[config.mk]
export PLATFORM = sky130hd
export DESIGN_NAME = packed_morse_symbol_decoder_core_flat
export DESIGN_NICKNAME = d
export VERILOG_FILES = /design/src/design/pmsd_pkg.sv /design/src/design/pmsd_stream_if.sv /design/src/design/pmsd_front.sv /design/src/design/pmsd_back.sv /design/src/design/packed_morse_symbol_decoder_core.sv /design/src/flat_wrapper.sv
export VERILOG_INCLUDE_DIRS = /design/src /design/src/design
export SDC_FILE = /design/constraint.sdc
export NUM_CORES = 1
export LEC_CHECK = 0
export BUFFER_PORTS_ARGS = -buffer_cell sky130_fd_sc_hd__buf_2
export CAP_MARGIN = 20
export CORE_AREA = 2 2 90 92
export CTS_BUF_LIST = sky130_fd_sc_hd__clkbuf_4 sky130_fd_sc_hd__clkbuf_8
export DETAILED_ROUTE_END_ITERATION = 6
export DIE_AREA = 0 0 92 94
export GPL_TIMING_DRIVEN = 0
export HOLD_SLACK_MARGIN = 0.03
export PLACE_DENSITY_LB_ADDON = 0.25
export SYNTH_ARGS = -nofsm -noshare
export SYNTH_HDL_FRONTEND = slang
export SYNTH_SLANG_ARGS = --single-unit
[constraint.sdc]
create_clock -name i_clk -period 7.6 [get_ports i_clk]
set_input_delay 0.38 -clock i_clk [delete_from_list [all_inputs] [get_ports i_clk]]
set_output_delay 0.38 -clock i_clk [all_outputs]
set_load 0.005 [all_outputs]
[src/design/assert_macros.svh]
// ----------------------------------------------------------------------------
// Assertion macros
// Shared concurrent assertion helpers for the packed Morse decoder.
// ----------------------------------------------------------------------------
`ifndef ASSERT_MACROS_SVH
`define ASSERT_MACROS_SVH

`ifndef SYNTHESIS
// Implication checked on every clock edge outside reset.
`define PMSD_ASSERT_IMP(lbl, clk, rstn, ante, cons) \
    lbl: assert property (@(posedge clk) disable iff (!(rstn)) (ante) |-> (cons)) \
        else $error("assertion failed");
// Condition checked on the edge after reset is seen low.
`define PMSD_ASSERT_AFTER_RST(lbl, clk, rstn, cons) \
    lbl: assert property (@(posedge clk) !(rstn) |=> (cons)) \
        else $error("assertion failed");
`else
`define PMSD_ASSERT_IMP(lbl, clk, rstn, ante, cons)
`define PMSD_ASSERT_AFTER_RST(lbl, clk, rstn, cons)
`endif

`endif

[src/design/pmsd_pkg.sv]
// ----------------------------------------------------------------------------
// Packed Morse decoder package
// Symbol codes, the Morse code table and the table lookup function.
// ----------------------------------------------------------------------------
`timescale 1ns / 1ps

package pmsd_pkg;

    // Widths fixed by the item fields.
    localparam int BYTE_W      = 8;
    localparam int CHAR_W      = 7;
    localparam int NUM_SYMS    = 4;
    localparam int SYM_W       = 2;

    // Widths of the code table entries.
    localparam int CODE_BITS_W = 8;
    localparam int CODE_LEN_W  = 4;
    localparam int NUM_CODES   = 46;

    localparam int DEFAULT_MAX_CODE_LEN = 7;

    localparam logic [CHAR_W-1:0] SPACE_CHAR = 7'd32;
    localparam logic [CHAR_W-1:0] NO_CHAR    = 7'd0;

    // Two-bit symbol codes carried in the packed byte.
    typedef enum logic [SYM_W-1:0] {
        SYM_LETTER_END = 2'd0,
        SYM_DASH       = 2'd1,
        SYM_DOT        = 2'd2,
        SYM_WORD_END   = 2'd3
    } t_sym;

    // One classified byte passed from the front to the back.
    typedef struct packed {
        logic                  valid;
        t_sym [NUM_SYMS-1:0]   syms;
    } t_sym_item;

    // One Morse code: dash is 1 and dot is 0, first mark most significant.
    typedef struct packed {
        logic [CODE_LEN_W-1:0]  len;
        logic [CODE_BITS_W-1:0] bits;
        logic [CHAR_W-1:0]      chr;
    } t_code_entry;

    localparam t_code_entry CODE_TABLE [NUM_CODES] = '{
        '{4'd2, 8'b01,      7'd65},  // A
        '{4'd4, 8'b1000,    7'd66},  // B
        '{4'd4, 8'b1010,    7'd67},  // C
        '{4'd3, 8'b100,     7'd68},  // D
        '{4'd1, 8'b0,       7'd69},  // E
        '{4'd4, 8'b0010,    7'd70},  // F
        '{4'd3, 8'b110,     7'd71},  // G
        '{4'd4, 8'b0000,    7'd72},  // H
        '{4'd2, 8'b00,      7'd73},  // I
        '{4'd4, 8'b0111,    7'd74},  // J
        '{4'd3, 8'b101,     7'd75},  // K
        '{4'd4, 8'b0100,    7'd76},  // L
        '{4'd2, 8'b11,      7'd77},  // M
        '{4'd2, 8'b10,      7'd78},  // N
        '{4'd3, 8'b111,     7'd79},  // O
        '{4'd4, 8'b0110,    7'd80},  // P
        '{4'd4, 8'b1101,    7'd81},  // Q
        '{4'd3, 8'b010,     7'd82},  // R
        '{4'd3, 8'b000,     7'd83},  // S
        '{4'd1, 8'b1,       7'd84},  // T
        '{4'd3, 8'b001,     7'd85},  // U
        '{4'd4, 8'b0001,    7'd86},  // V
        '{4'd3, 8'b011,     7'd87},  // W
        '{4'd4, 8'b1001,    7'd88},  // X
        '{4'd4, 8'b1011,    7'd89},  // Y
        '{4'd4, 8'b1100,    7'd90},  // Z
        '{4'd5, 8'b11111,   7'd48},  // 0
        '{4'd5, 8'b01111,   7'd49},  // 1
        '{4'd5, 8'b00111,   7'd50},  // 2
        '{4'd5, 8'b00011,   7'd51},  // 3
        '{4'd5, 8'b00001,   7'd52},  // 4
        '{4'd5, 8'b00000,   7'd53},  // 5
        '{4'd5, 8'b10000,   7'd54},  // 6
        '{4'd5, 8'b11000,   7'd55},  // 7
        '{4'd5, 8'b11100,   7'd56},  // 8
        '{4'd5, 8'b11110,   7'd57},  // 9
        '{4'd6, 8'b011110,  7'd39},  // apostrophe
        '{4'd6, 8'b011010,  7'd64},  // at sign
        '{4'd6, 8'b111000,  7'd58},  // colon
        '{4'd6, 8'b110011,  7'd44},  // comma
        '{4'd7, 8'b0001001, 7'd36},  // dollar
        '{4'd5, 8'b10001,   7'd61},  // equals
        '{4'd6, 8'b101011,  7'd33},  // exclamation mark
        '{4'd6, 8'b010101,  7'd46},  // full stop
        '{4'd6, 8'b001100,  7'd63},  // question mark
        '{4'd6, 8'b010010,  7'd34}   // double quote
    };

    // Returns the character for a pattern, or NO_CHAR when nothing matches.
    function automatic logic [CHAR_W-1:0] code_lookup(
        input logic [CODE_BITS_W-1:0] bits,
        input logic [CODE_LEN_W-1:0]  len
    );
        logic [CHAR_W-1:0] chr;
        chr = NO_CHAR;
        for (int i = 0; i < NUM_CODES; i++) begin
            if (CODE_TABLE[i].len == len && CODE_TABLE[i].bits == bits) begin
                chr = CODE_TABLE[i].chr;
            end
        end
        return chr;
    endfunction

endpackage

[src/design/pmsd_stream_if.sv]
// ----------------------------------------------------------------------------
// Packed Morse decoder channels
// Valid/ready channels for input bytes and decoded characters.
// ----------------------------------------------------------------------------
`timescale 1ns / 1ps

// Input channel: one packed byte of four symbols per item.
interface pmsd_in_if;
    logic                         valid;
    logic                         ready;
    logic [pmsd_pkg::BYTE_W-1:0]  packed_byte;

    modport source (output valid, output packed_byte, input ready);
    modport sink   (input valid, input packed_byte, output ready);
endinterface

// Output channel: one decoded character per item.
interface pmsd_out_if;
    logic                         valid;
    logic                         ready;
    logic [pmsd_pkg::CHAR_W-1:0]  char_code;
    logic                         last;

    modport source (output valid, output char_code, output last, input ready);
    modport sink   (input valid, input char_code, input last, output ready);
endinterface

[src/design/pmsd_front.sv]
// ----------------------------------------------------------------------------
// Packed Morse decoder front end
// Accepts bytes, splits them into symbol codes and queues them for the back.
// ----------------------------------------------------------------------------
`timescale 1ns / 1ps

module pmsd_front (
    input  logic                 i_clk,
    input  logic                 i_rst_n,
    pmsd_in_if.sink              i_in,
    output pmsd_pkg::t_sym_item  o_item,
    input  logic                 i_pop
);
    import pmsd_pkg::*;

    localparam int QUEUE_DEPTH = 2;

    t_sym [NUM_SYMS-1:0] r_q [QUEUE_DEPTH];
    logic                r_wr_ptr;
    logic                r_rd_ptr;
    logic [1:0]          r_count;

    t_sym [NUM_SYMS-1:0] w_syms;
    logic                w_push;
    logic                w_pop;

    // Split the byte into symbols; symbol 3 holds the pair sent first.
    always_comb begin
        for (int k = 0; k < NUM_SYMS; k++) begin
            w_syms[k] = t_sym'(i_in.packed_byte[k*SYM_W +: SYM_W]);
        end
    end

    assign i_in.ready = (r_count != 2'(QUEUE_DEPTH));
    assign w_push     = i_in.valid && i_in.ready;
    assign w_pop      = i_pop && (r_count != 2'd0);

    assign o_item.valid = (r_count != 2'd0);
    assign o_item.syms  = r_q[r_rd_ptr];

    // Queue pointers and fill count.
    always_ff @(posedge i_clk) begin
        if (!i_rst_n) begin
            r_wr_ptr <= 1'b0;
            r_rd_ptr <= 1'b0;
            r_count  <= 2'd0;
        end else begin
            if (w_push) begin
                r_wr_ptr <= ~r_wr_ptr;
            end
            if (w_pop) begin
                r_rd_ptr <= ~r_rd_ptr;
            end
            case ({w_push, w_pop})
                2'b10:   r_count <= r_count + 2'd1;
                2'b01:   r_count <= r_count - 2'd1;
                default: r_count <= r_count;
            endcase
        end
    end

    // Queue storage.
    always_ff @(posedge i_clk) begin
        if (w_push) begin
            r_q[r_wr_ptr] <= w_syms;
        end
    end

endmodule

[src/design/pmsd_back.sv]
// ----------------------------------------------------------------------------
// Packed Morse decoder back end
// Steps through one symbol a cycle unless stalled, matches letters and drives results.
// ----------------------------------------------------------------------------
`timescale 1ns / 1ps

module pmsd_back #(
    parameter int MAX_CODE_LEN = pmsd_pkg::DEFAULT_MAX_CODE_LEN
) (
    input  logic                 i_clk,
    input  logic                 i_rst_n,
    input  pmsd_pkg::t_sym_item  i_item,
    output logic                 o_pop,
    pmsd_out_if.source           o_out
);
    import pmsd_pkg::*;

    localparam int LEN_W = $clog2(MAX_CODE_LEN + 2);

    // Symbol sequencer.
    logic                      r_busy;
    t_sym [NUM_SYMS-1:0]       r_syms;
    logic [1:0]                r_idx;
    logic                      r_space_pend;

    // Pattern collected so far.
    logic [MAX_CODE_LEN-1:0]   r_bits;
    logic [LEN_W-1:0]          r_len;

    // Holding slot: keeps the newest result until it is known whether it is last.
    logic                      r_hold_valid;
    logic [CHAR_W-1:0]         r_hold_char;
    logic                      r_hold_last;

    // Output register.
    logic                      r_out_valid;
    logic [CHAR_W-1:0]         r_out_char;
    logic                      r_out_last;

    logic [MAX_CODE_LEN-1:0]   n_bits;
    logic [LEN_W-1:0]          n_len;
    logic                      n_space_pend;

    t_sym                      w_sym;
    logic                      w_len_ok;
    logic [CHAR_W-1:0]         w_match;
    logic                      w_emit;
    logic [CHAR_W-1:0]         w_emit_char;
    logic                      w_advance;
    logic                      w_out_free;
    logic                      w_step;
    logic                      w_final;
    logic                      w_load;
    logic                      w_hold_move;

    assign w_sym    = r_syms[r_idx];
    assign w_len_ok = (r_len != '0) && (r_len <= LEN_W'(MAX_CODE_LEN));
    assign w_match  = w_len_ok ?
                      code_lookup(CODE_BITS_W'(r_bits), CODE_LEN_W'(r_len)) : NO_CHAR;

    // Work done by the current symbol.
    always_comb begin
        w_emit       = 1'b0;
        w_emit_char  = w_match;
        w_advance    = 1'b1;
        n_bits       = r_bits;
        n_len        = r_len;
        n_space_pend = 1'b0;
        if (r_space_pend) begin
            w_emit      = 1'b1;
            w_emit_char = SPACE_CHAR;
        end else begin
            unique case (w_sym)
                SYM_DASH, SYM_DOT: begin
                    if (r_len < LEN_W'(MAX_CODE_LEN)) begin
                        n_bits = {r_bits[MAX_CODE_LEN-2:0], (w_sym == SYM_DASH)};
                        n_len  = r_len + LEN_W'(1);
                    end else begin
                        n_len  = LEN_W'(MAX_CODE_LEN + 1);
                    end
                end
                SYM_LETTER_END: begin
                    n_bits = '0;
                    n_len  = '0;
                    w_emit = (w_match != NO_CHAR);
                end
                SYM_WORD_END: begin
                    n_bits = '0;
                    n_len  = '0;
                    w_emit = 1'b1;
                    if (w_match != NO_CHAR) begin
                        // Letter first, the space follows on the next step.
                        n_space_pend = 1'b1;
                        w_advance    = 1'b0;
                    end else begin
                        w_emit_char  = SPACE_CHAR;
                    end
                end
            endcase
        end
    end

    // A result can only be produced if the holding slot can be emptied.
    assign w_out_free  = !r_out_valid || o_out.ready;
    assign w_step      = r_busy && (!w_emit || !r_hold_valid || w_out_free);
    assign w_final     = w_step && w_advance && (r_idx == 2'd0);
    assign w_load      = i_item.valid && (!r_busy || w_final);
    assign w_hold_move = r_hold_valid && w_out_free && (r_hold_last || (w_step && w_emit));
    assign o_pop       = w_load;

    // Control and pattern state.
    always_ff @(posedge i_clk) begin
        if (!i_rst_n) begin
            r_busy       <= 1'b0;
            r_space_pend <= 1'b0;
            r_bits       <= '0;
            r_len        <= '0;
            r_hold_valid <= 1'b0;
            r_out_valid  <= 1'b0;
        end else begin
            if (w_load) begin
                r_busy <= 1'b1;
            end else if (w_final) begin
                r_busy <= 1'b0;
            end
            if (w_step) begin
                r_space_pend <= n_space_pend;
                r_bits       <= n_bits;
                r_len        <= n_len;
            end
            if (w_step && w_emit) begin
                r_hold_valid <= 1'b1;
            end else if (w_hold_move) begin
                r_hold_valid <= 1'b0;
            end
            if (w_hold_move) begin
                r_out_valid <= 1'b1;
            end else if (o_out.ready) begin
                r_out_valid <= 1'b0;
            end
        end
    end

    // Payload registers; the symbol slot starts defined so the decoder never sees unknowns.
    always_ff @(posedge i_clk) begin
        if (!i_rst_n) begin
            for (int k = 0; k < NUM_SYMS; k++) begin
                r_syms[k] <= SYM_LETTER_END;
            end
            r_idx <= '0;
        end else if (w_load) begin
            r_syms <= i_item.syms;
            r_idx  <= 2'(NUM_SYMS - 1);
        end else if (w_step && w_advance) begin
            r_idx  <= r_idx - 2'd1;
        end
        if (w_step && w_emit) begin
            r_hold_char <= w_emit_char;
            r_hold_last <= w_final;
        end else if (w_final && r_hold_valid) begin
            // The held result is the last one of its byte.
            r_hold_last <= 1'b1;
        end
        if (w_hold_move) begin
            r_out_char <= r_hold_char;
            r_out_last <= r_hold_last;
        end
    end

    assign o_out.valid     = r_out_valid;
    assign o_out.char_code = r_out_char;
    assign o_out.last      = r_out_last;

endmodule

[src/design/packed_morse_symbol_decoder_core.sv]
// ----------------------------------------------------------------------------
// Packed Morse symbol decoder core
// Throughput: the back-end symbol sequencer handles one symbol a cycle
// while the result path does not stall, with an extra step for each word
// end that closes a matched letter; the next byte is loaded on the final
// step of the current one. The newest result is held until the next one or
// the end of its byte, then moves to the output register.
// Reset: synchronous, active low; clears the queue, pattern and output valid.
// ----------------------------------------------------------------------------
`timescale 1ns / 1ps
`include "assert_macros.svh"

module packed_morse_symbol_decoder_core #(
    parameter int MAX_CODE_LEN = pmsd_pkg::DEFAULT_MAX_CODE_LEN
) (
    input  logic        i_clk,
    input  logic        i_rst_n,
    pmsd_in_if.sink     i_in,
    pmsd_out_if.source  o_out
);
    import pmsd_pkg::*;

    t_sym_item w_item;
    logic      w_pop;

    // Front end: byte queue and symbol split.
    pmsd_front u_front (
        .i_clk   (i_clk),
        .i_rst_n (i_rst_n),
        .i_in    (i_in),
        .o_item  (w_item),
        .i_pop   (w_pop)
    );

    // Back end: symbol sequencer, code match and result output.
    pmsd_back #(
        .MAX_CODE_LEN (MAX_CODE_LEN)
    ) u_back (
        .i_clk   (i_clk),
        .i_rst_n (i_rst_n),
        .i_item  (w_item),
        .o_pop   (w_pop),
        .o_out   (o_out)
    );

    // The back end only takes a byte that the queue holds.
    `PMSD_ASSERT_IMP(a_pop_needs_item, i_clk, i_rst_n, w_pop, w_item.valid)
    // Every character leaving the block is printable.
    `PMSD_ASSERT_IMP(a_char_range, i_clk, i_rst_n, o_out.valid, o_out.char_code >= SPACE_CHAR)
    // No result is offered right after reset.
    `PMSD_ASSERT_AFTER_RST(a_rst_out_idle, i_clk, i_rst_n, !o_out.valid)
    // The queue never offers a byte right after reset.
    `PMSD_ASSERT_AFTER_RST(a_rst_queue_empty, i_clk, i_rst_n, !w_item.valid)

endmodule
[src/flat_wrapper.sv]
// flat-port wrapper written by rule: the top's interface ports become plain ports
module packed_morse_symbol_decoder_core_flat import pmsd_pkg::*;
#(
    parameter int MAX_CODE_LEN = pmsd_pkg::DEFAULT_MAX_CODE_LEN
)
  (i_clk, i_rst_n, i_in_valid, i_in_packed_byte, i_in_ready, o_out_valid, o_out_char_code, o_out_last, o_out_ready);
  pmsd_in_if i_in_i ();
  pmsd_out_if o_out_i ();
  input  logic i_clk;
  input  logic i_rst_n;
  input wire logic [$bits(i_in_i.valid)-1:0] i_in_valid;
  input wire logic [$bits(i_in_i.packed_byte)-1:0] i_in_packed_byte;
  output wire logic [$bits(i_in_i.ready)-1:0] i_in_ready;
  output wire logic [$bits(o_out_i.valid)-1:0] o_out_valid;
  output wire logic [$bits(o_out_i.char_code)-1:0] o_out_char_code;
  output wire logic [$bits(o_out_i.last)-1:0] o_out_last;
  input wire logic [$bits(o_out_i.ready)-1:0] o_out_ready;
  assign i_in_i.valid = i_in_valid;
  assign i_in_i.packed_byte = i_in_packed_byte;
  assign i_in_ready = i_in_i.ready;
  assign o_out_valid = o_out_i.valid;
  assign o_out_char_code = o_out_i.char_code;
  assign o_out_last = o_out_i.last;
  assign o_out_i.ready = o_out_ready;
  packed_morse_symbol_decoder_core #(.MAX_CODE_LEN(MAX_CODE_LEN)) u_core (.i_clk(i_clk), .i_rst_n(i_rst_n), .i_in(i_in_i), .o_out(o_out_i));
endmodule
**Word-level counts from Yosys, hierarchy flattened**

Memories as Yosys holds them, arrays and structs flattened. A register that Yosys moved wholly into a read port is not among the register bits.
Index checks and enable logic that the tools add are counted.

- Flip-flop bits (word level): 37
- Bits in latches: 0
- RAM bits: 16
- Memory bits (read-only): 0
- Bits of input ports: 12
- Output and inout port bits: 10
- Word-level logic and storage cells: 224
- Memories kept: 1

Memories:

| memory | depth | bits a word | read ports | clocked after Yosys merged registers in | wr ports | line | text |
|---|---|---|---|---|---|---|---|
| u_core.u_front.r_q | 2 | 8 | 1 | 1 | 1 | pmsd_front.sv:18 | `t_sym [NUM_SYMS-1:0] r_q [QUEUE_DEPTH];` |

- Add/subtract/negate cells: 4
- $mul: 0
- Div/mod/pow operators: 0
- Order comparisons: 3
- Eq/ne operators: 40
- Shift-type cells: 0
- Multiplexer cells: 76
- Bitwise operators: 3
- Reductions and logical operators: 83

Operators with widths:

| operator | count |
|---|---|
| 2-to-1 mux 7 bit | 50 |
| == test 5 x 7 -> 1 bit, first input constant | 9 |
| logical AND 1 bit | 57 |
| == test 4 x 7 -> 1 bit, first input constant | 7 |
| == test 3 x 7 -> 1 bit, first input constant | 4 |
| == test 6 x 7 -> 1 bit, first input constant | 3 |
| 2-to-1 mux 1 bit | 17 |
| == test 3 x 4 -> 1 bit, first input constant | 4 |
| == test 2 x 7 -> 1 bit, first input constant | 2 |
| case mux 7 bit (2 select lines) | 1 |
| nonzero test 2 bit | 7 |
| == test 2 x 4 -> 1 bit, first input constant | 2 |
| case mux 4 bit (2 select lines) | 1 |
| == test 1 x 7 -> 1 bit, first input constant | 1 |
| logical NOT 7 bit | 1 |
| nonzero test 7 bit | 1 |
| == test 2 bit, second input constant | 3 |
| 2-to-1 mux 2 bit | 3 |
| logical NOT 1 bit | 5 |
| logical OR 1 bit | 5 |
| adder 4 x 1 -> 4 bit, second input constant | 1 |
| binary-select mux 2 bit (select 2 bit) | 1 |
| == test 1 x 4 -> 1 bit, first input constant | 1 |
| == test 2 x 1 -> 1 bit, second input constant | 2 |
| 15 further kinds | 21 |

**Depth between registers and ports, before layout**

- Depth in word-level cells: 63
- Depth in mapped cells: 15
- Mapped depth without buffers: 14

**Hierarchy**

A second synthesis with hierarchy kept.

- Cell total of the unflattened synthesis: 404
- Area, all modules: 3692.3 µm²

Modules (own cells, without submodules):

| module | instances | cells an instance | area each (µm²) | seq. area each (µm²) |
|---|---|---|---|---|
| pmsd_back | 1 | 354 | 2890.3 | 980.9 |
| pmsd_front | 1 | 50 | 802.0 | 580.6 |

**Least setup slack after synthesis**

OpenSTA, ideal clock, no wires.

- Path kind: reg2reg
- From: register u_core.u_back.r_len[0]
- To: register u_core.u_front.r_count[1]
- Setup time: 0.076 ns
- Arrival time: 3.166 ns
- Required time: 7.524 ns
- Slack: 4.359 ns
- Cell stages (with the launch flop): 15
- Buffers on the path: 2
- Clock period less this slack: 3.241 ns
- Path through: dfxtp_1 > inv_1 > ha_1 > nor3b_1 > and2_0 > buf_2 > a22oi_1 > nor3b_1 > a311o_2 > a21oi_2 > buf_4 > inv_1 > ha_1 > or3_1 > a21boi_0

- Cells in the longest elaborated chain, start to end: 63
- Elaborated cells between the ends (all ways): 122
- Those cells by class: order compare: 1; eq/ne: 9; mux: 53; reduce/logical: 59

Ends and longest elaborated chain:

| element | line | text |
|---|---|---|
| from (decl) | pmsd_back.sv:28 | `logic [LEN_W-1:0] r_len;` |
| from (signal assigned) | pmsd_back.sv:129 | `r_len <= n_len;` |
| == test 2 x 4 -> 1 bit | pmsd_pkg.sv:103 | `if (CODE_TABLE[i].len == len && CODE_TABLE[i].bits == bits) begin` |
| logical AND 1 bit | pmsd_pkg.sv:103 |  |
| 2-to-1 mux 7 bit (46 in series) | pmsd_pkg.sv:103 |  |
| 2-to-1 mux 7 bit (*) | pmsd_back.sv:58 | `assign w_match = w_len_ok ?` |
| nonzero test 7 bit (*) | pmsd_back.sv:85, pmsd_back.sv:91 |  |
| case mux 1 bit (2 select lines) | pmsd_back.sv:73 | `unique case (w_sym)` |
| 2-to-1 mux 1 bit | pmsd_back.sv:69 | `if (r_space_pend) begin` |
| logical NOT 1 bit | pmsd_back.sv:105 | `assign w_step = r_busy && (!w_emit \|\| !r_hold_valid \|\| w_out_free);` |
| logical OR 1 bit (2 in series) | pmsd_back.sv:105 |  |
| logical AND 1 bit | pmsd_back.sv:105 |  |
| logical AND 1 bit (*) (2 in series) | pmsd_back.sv:106 | `assign w_final = w_step && w_advance && (r_idx == 2'd0);` |
| logical OR 1 bit (*) | pmsd_back.sv:107 | `assign w_load = i_item.valid && (!r_busy \|\| w_final);` |
| logical AND 1 bit (*) | pmsd_back.sv:107 |  |
| net u_core.u_back.o_pop | pmsd_back.sv:13 | `output logic o_pop,` |
| logical AND 1 bit (*) | pmsd_front.sv:36 | `assign w_pop = i_pop && (r_count != 2'd0);` |
| == test 2 x 1 -> 1 bit / == test 2 bit (equally long branches) | pmsd_front.sv:54 | `case ({w_push, w_pop})` |
| case mux 2 bit (2 select lines) / nonzero test 2 bit (equally long branches) | n/a |  |
| to (signal assigned) | pmsd_front.sv:55 | `2'b10: r_count <= r_count + 2'd1;` |
| to (signal assigned) | pmsd_front.sv:56 | `2'b01: r_count <= r_count - 2'd1;` |
| to (signal assigned) | pmsd_front.sv:57 | `default: r_count <= r_count;` |
| to (decl) | pmsd_front.sv:21 | `logic [1:0] r_count;` |

Mark *: on every way through the listed nets, which the timed path passes. The rest lies on a longest branch.
A chain may end at the register's enable or synchronous reset.

**Worst setup path after layout**

Ends and elaborated chain as after synthesis.

==> results.sh <==
export IMPL_status="finished, final reports clean"
export IMPL_reg2reg_from="u_core.u_back.r_len[0]$_SDFFE_PN0P_"
export IMPL_synth_nets=422
export IMPL_netlist_area_mm2=0.00374
export IMPL_drtIter0Drc=251
export IMPL_holdPathStages=1
export IMPL_num_rows=32
export IMPL_numCtsBuffers=9
export IMPL_drc_errors=0
export IMPL_ys_types=73
export IMPL_via_per_inst=6.01
export IMPL_clock_sinks=61
export IMPL_worstHoldEndpoint="u_core.u_front.r_q[0][5]$_DFFE_PP_"
export IMPL_synth_top_family_by_area="simple AND/OR/NAND/NOR gates"
export IMPL_initial_core_util=0.492
export IMPL_grt_antenna_before_repair=0
export IMPL_area_growth_pct=12.6
export IMPL_drv_cap=0
export IMPL_rr_worst_depth=14
export IMPL_clkLatencyLatePin_ns=0.33
export IMPL_placed_cells=524
export IMPL_grt_pass1_wl_mm=15.4
export IMPL_hpwl_mm=6.86
export IMPL_tightest_slew_ns=0.747
export IMPL_holdWs_ns=0.234
export IMPL_power_density_mw_per_mm2=297
export IMPL_synthFlopType="edfxtp_1"
export IMPL_final_common_cell="nand2_1"
export IMPL_clk_pin_slew_worst_paths_ns=0.07
export IMPL_yosysWarnings=0
export IMPL_die_h_um=94
export IMPL_nets=454
export IMPL_drive_gt1_frac=0.155
export IMPL_layout_common_cells="nand2_1 (39), edfxtp_1 (32), dfxtp_1 (29)"
export IMPL_r2r_slack_ns=3.77
export IMPL_synth_mux_area_frac=0.0685
export IMPL_core_region_area_mm2=0.00761
export IMPL_period_minus_slack_ns=3.83
export IMPL_finalMaxSlewViolations=0
export IMPL_portBuffers=21
export IMPL_wl_mm=9.44
export IMPL_synth_async_reset_ratio=0
export IMPL_max_freq_mhz=261
export IMPL_synthCells=401
export IMPL_fin_cells=540
export IMPL_start_kind="flop"
export IMPL_synth_fa_ha_area_frac=0.0301
export IMPL_synth_compound_area_frac=0.175
export IMPL_die_w_um=92
export IMPL_ctsRootBufferMaster="clkbuf_8"
export IMPL_ys_ff_latch=61
export IMPL_num_vias=3243
export IMPL_final_hold_violation_count=0
export IMPL_postCtsSetupRepairBufs=0
export IMPL_critPathKind="reg2reg"
export IMPL_synth_edff_count=32
export IMPL_grt_setup_unrepaired="no"
export IMPL_p_leak_nw=1.52
export IMPL_wl_per_cell_um=17.5
export IMPL_dieArea_mm2=0.00865
export IMPL_cp_required_ns=7.86
export IMPL_cts_path_max_buffers=2
export IMPL_irDropWorstVdd_uv=197
export IMPL_ctsResizeCount=0
export IMPL_endpoint_kind="flop"
export IMPL_htreeDepth=3
export IMPL_antenna_cells=0
export IMPL_ant_nets=0
export IMPL_synth_simple_area_share=0.260
export IMPL_holdCritPathClass="in2reg"
export IMPL_worstHoldStart="i_in_packed_byte[5]"
export IMPL_io_pins=22
export IMPL_arrival_ns=4.09
export IMPL_grt_usage=0.229
export IMPL_grt_pass1_vias=3078
export IMPL_synth_xor_area_share=0.00936
export IMPL_cts_tree="yes"
export IMPL_cp_max_fo=10
export IMPL_ctsHoldBuffers=0
export IMPL_gp_congestion=0.933
export IMPL_syn_avg_cell_area_um2=9.34
export IMPL_max_slew_margin=0.500
export IMPL_final_setup_tns_ns=0
export IMPL_skew_ns=0.00821
export IMPL_setup_viol=0
export IMPL_drt_pass1_iter_count=5
export IMPL_yosysSeqAreaShare=0.412
export IMPL_timing_rr_end="u_core.u_front.r_count[1]$_SDFFE_PN0P_"
export IMPL_period_share=0.504
export IMPL_grt_max_degree=12
export IMPL_overflow=0
-- power breakdown --
| group | total, W | internal, W | leakage (nW) | switching (W) |
|---|---|---|---|---|
| logic | 0.000474 | 0.000200 | 0.863 | 0.000274 |
| clock network | 0.000340 | 0.000216 | 0.113 | 0.000124 |
| registers | 0.000438 | 0.000402 | 0.542 | 0.0000359 |
| total | 0.00125 | 0.000818 | 1.52 | 0.000434 |
-- final cells by class --
| type | count | area, um^2 |
|---|---|---|
| clock inverter | 7 | 114 |
| inverter | 13 | 48.8 |
| fill | 690 | 3390 |
| multi-input combinational | 300 | 2030 |
| sequential | 61 | 1540 |
| timing repair buffer | 21 | 105 |
| clock buffer | 9 | 124 |
| buffer | 27 | 120 |
| tap | 102 | 128 |
-- cells in the mapped netlist, drive strengths merged, types with 2 or more instances --
library cell / n / share of area
o31a: 2 / 0.0047
nor3: 14 / 0.020
o21ai: 16 / 0.021
inv: 13 / 0.013
a21boi: 8 / 0.016
nor4b: 2 / 0.0047
or3b: 2 / 0.0053
a22oi: 3 / 0.0060
and3: 4 / 0.0067
ha: 9 / 0.030
and2: 10 / 0.017
o21a: 5 / 0.010
nand3b: 2 / 0.0040
nand2: 39 / 0.039
nor4: 2 / 0.0074
o21bai: 2 / 0.0040
edfxtp: 32 / 0.26
nor2b: 17 / 0.028
a21oi: 16 / 0.022
nor2: 25 / 0.027
nand3: 15 / 0.020
or4: 4 / 0.0090
xnor2: 4 / 0.0094
nor3b: 6 / 0.013
a31oi: 6 / 0.012
or3: 3 / 0.0050
mux2: 9 / 0.027
a211o: 2 / 0.0047
o22ai: 10 / 0.017
nor4bb: 3 / 0.0080
clkbuf: 14 / 0.014
mux2i: 11 / 0.029
buf: 13 / 0.018
nand4: 7 / 0.012
mux4: 2 / 0.012
o211ai: 2 / 0.0053
nand4b: 3 / 0.0070
dfxtp: 29 / 0.16
a32o: 3 / 0.0080
nand2b: 11 / 0.018
o31ai: 4 / 0.0080
-- through the flow --
step	worst slack, ns	power (W)	util	area, um^2
2_1_floorplan	4.36	0.000802	-	3740
3_3_place_gp	3.80	0.000897	0.523	3980
3_5_place_dp	3.78	0.000909	0.523	3980
4_1_cts	3.77	0.00125	0.554	4210
5_1_grt	3.50	0.00133	0.554	4210
6_report	3.77	0.00125	0.554	4210
-- worst max path at each step --
stage | from | end | depth (start not counted)
final | u_core.u_back.r_len[0]$_SDFFE_PN0P_ | u_core.u_front.r_count[1]$_SDFFE_PN0P_ | 14
after global routing | u_core.u_back.r_len[0]$_SDFFE_PN0P_ | u_core.u_front.r_count[1]$_SDFFE_PN0P_ | 14
after global placement | u_core.u_back.r_len[0]$_SDFFE_PN0P_ | u_core.u_front.r_count[1]$_SDFFE_PN0P_ | 14
after CTS | u_core.u_back.r_len[0]$_SDFFE_PN0P_ | u_core.u_front.r_count[1]$_SDFFE_PN0P_ | 14
after floorplan | u_core.u_back.r_len[0]$_SDFFE_PN0P_ | u_core.u_front.r_count[1]$_SDFFE_PN0P_ | 14
after detailed placement | u_core.u_back.r_len[0]$_SDFFE_PN0P_ | u_core.u_front.r_count[1]$_SDFFE_PN0P_ | 14
-- worst max-delay path, cell delays in order, from the launching register on --
cell and delay, ns:
dfxtp_1 0.36, inv_1 0.10, ha_1 0.24, nor3b_1 0.45, and2_0 0.18, buf_2 0.18, a32o_1 0.22, nor3_1 0.11
a311o_2 0.46, a21oi_2 0.28, buf_4 0.26, inv_1 0.06, ha_1 0.33, or3_1 0.37, a21boi_0 0.15
-- sequential cells by signal, indices dropped and copies added (netlist names) --
signal and flops:
u_core.u_front.r_q 16, u_core.u_back.r_syms 8, u_core.u_back.o_out.char_code 7, u_core.u_back.r_bits 7, u_core.u_back.r_hold_char 7, u_core.u_back.r_len 4
u_core.u_back.r_idx 2, u_core.u_front.r_count 2, u_core.u_back.o_out.last 1, u_core.u_back.o_out.valid 1, u_core.u_back.r_busy 1, u_core.u_back.r_hold_last 1
u_core.u_back.r_hold_valid 1, u_core.u_back.r_space_pend 1, u_core.u_front.r_rd_ptr 1, u_core.u_front.r_wr_ptr 1
-- cells by family (layout without fill, tap and decap cells) --
kind of cell | after synthesis | count (layout)
adder cells (fa/ha/maj) | 9 | 9
flip-flops | 61 | 61
multiplexers | 22 | 22
AO/OA/AOI/OAI | 93 | 93
buffers and inverters | 40 | 77
AND/OR/NAND/NOR | 172 | 172
XOR/XNOR | 4 | 4
-- per-layer routing --
metal,vias to the layer above,routed length (um),GRT usage
met5,-,0,0
met4,0,145,0.0808
met3,16,646,0.0522
met2,136,4200,0.350
met1,1530,4450,0.319
li1,1561,-,-
No activity file was read; power rests on OpenSTA's default activity.
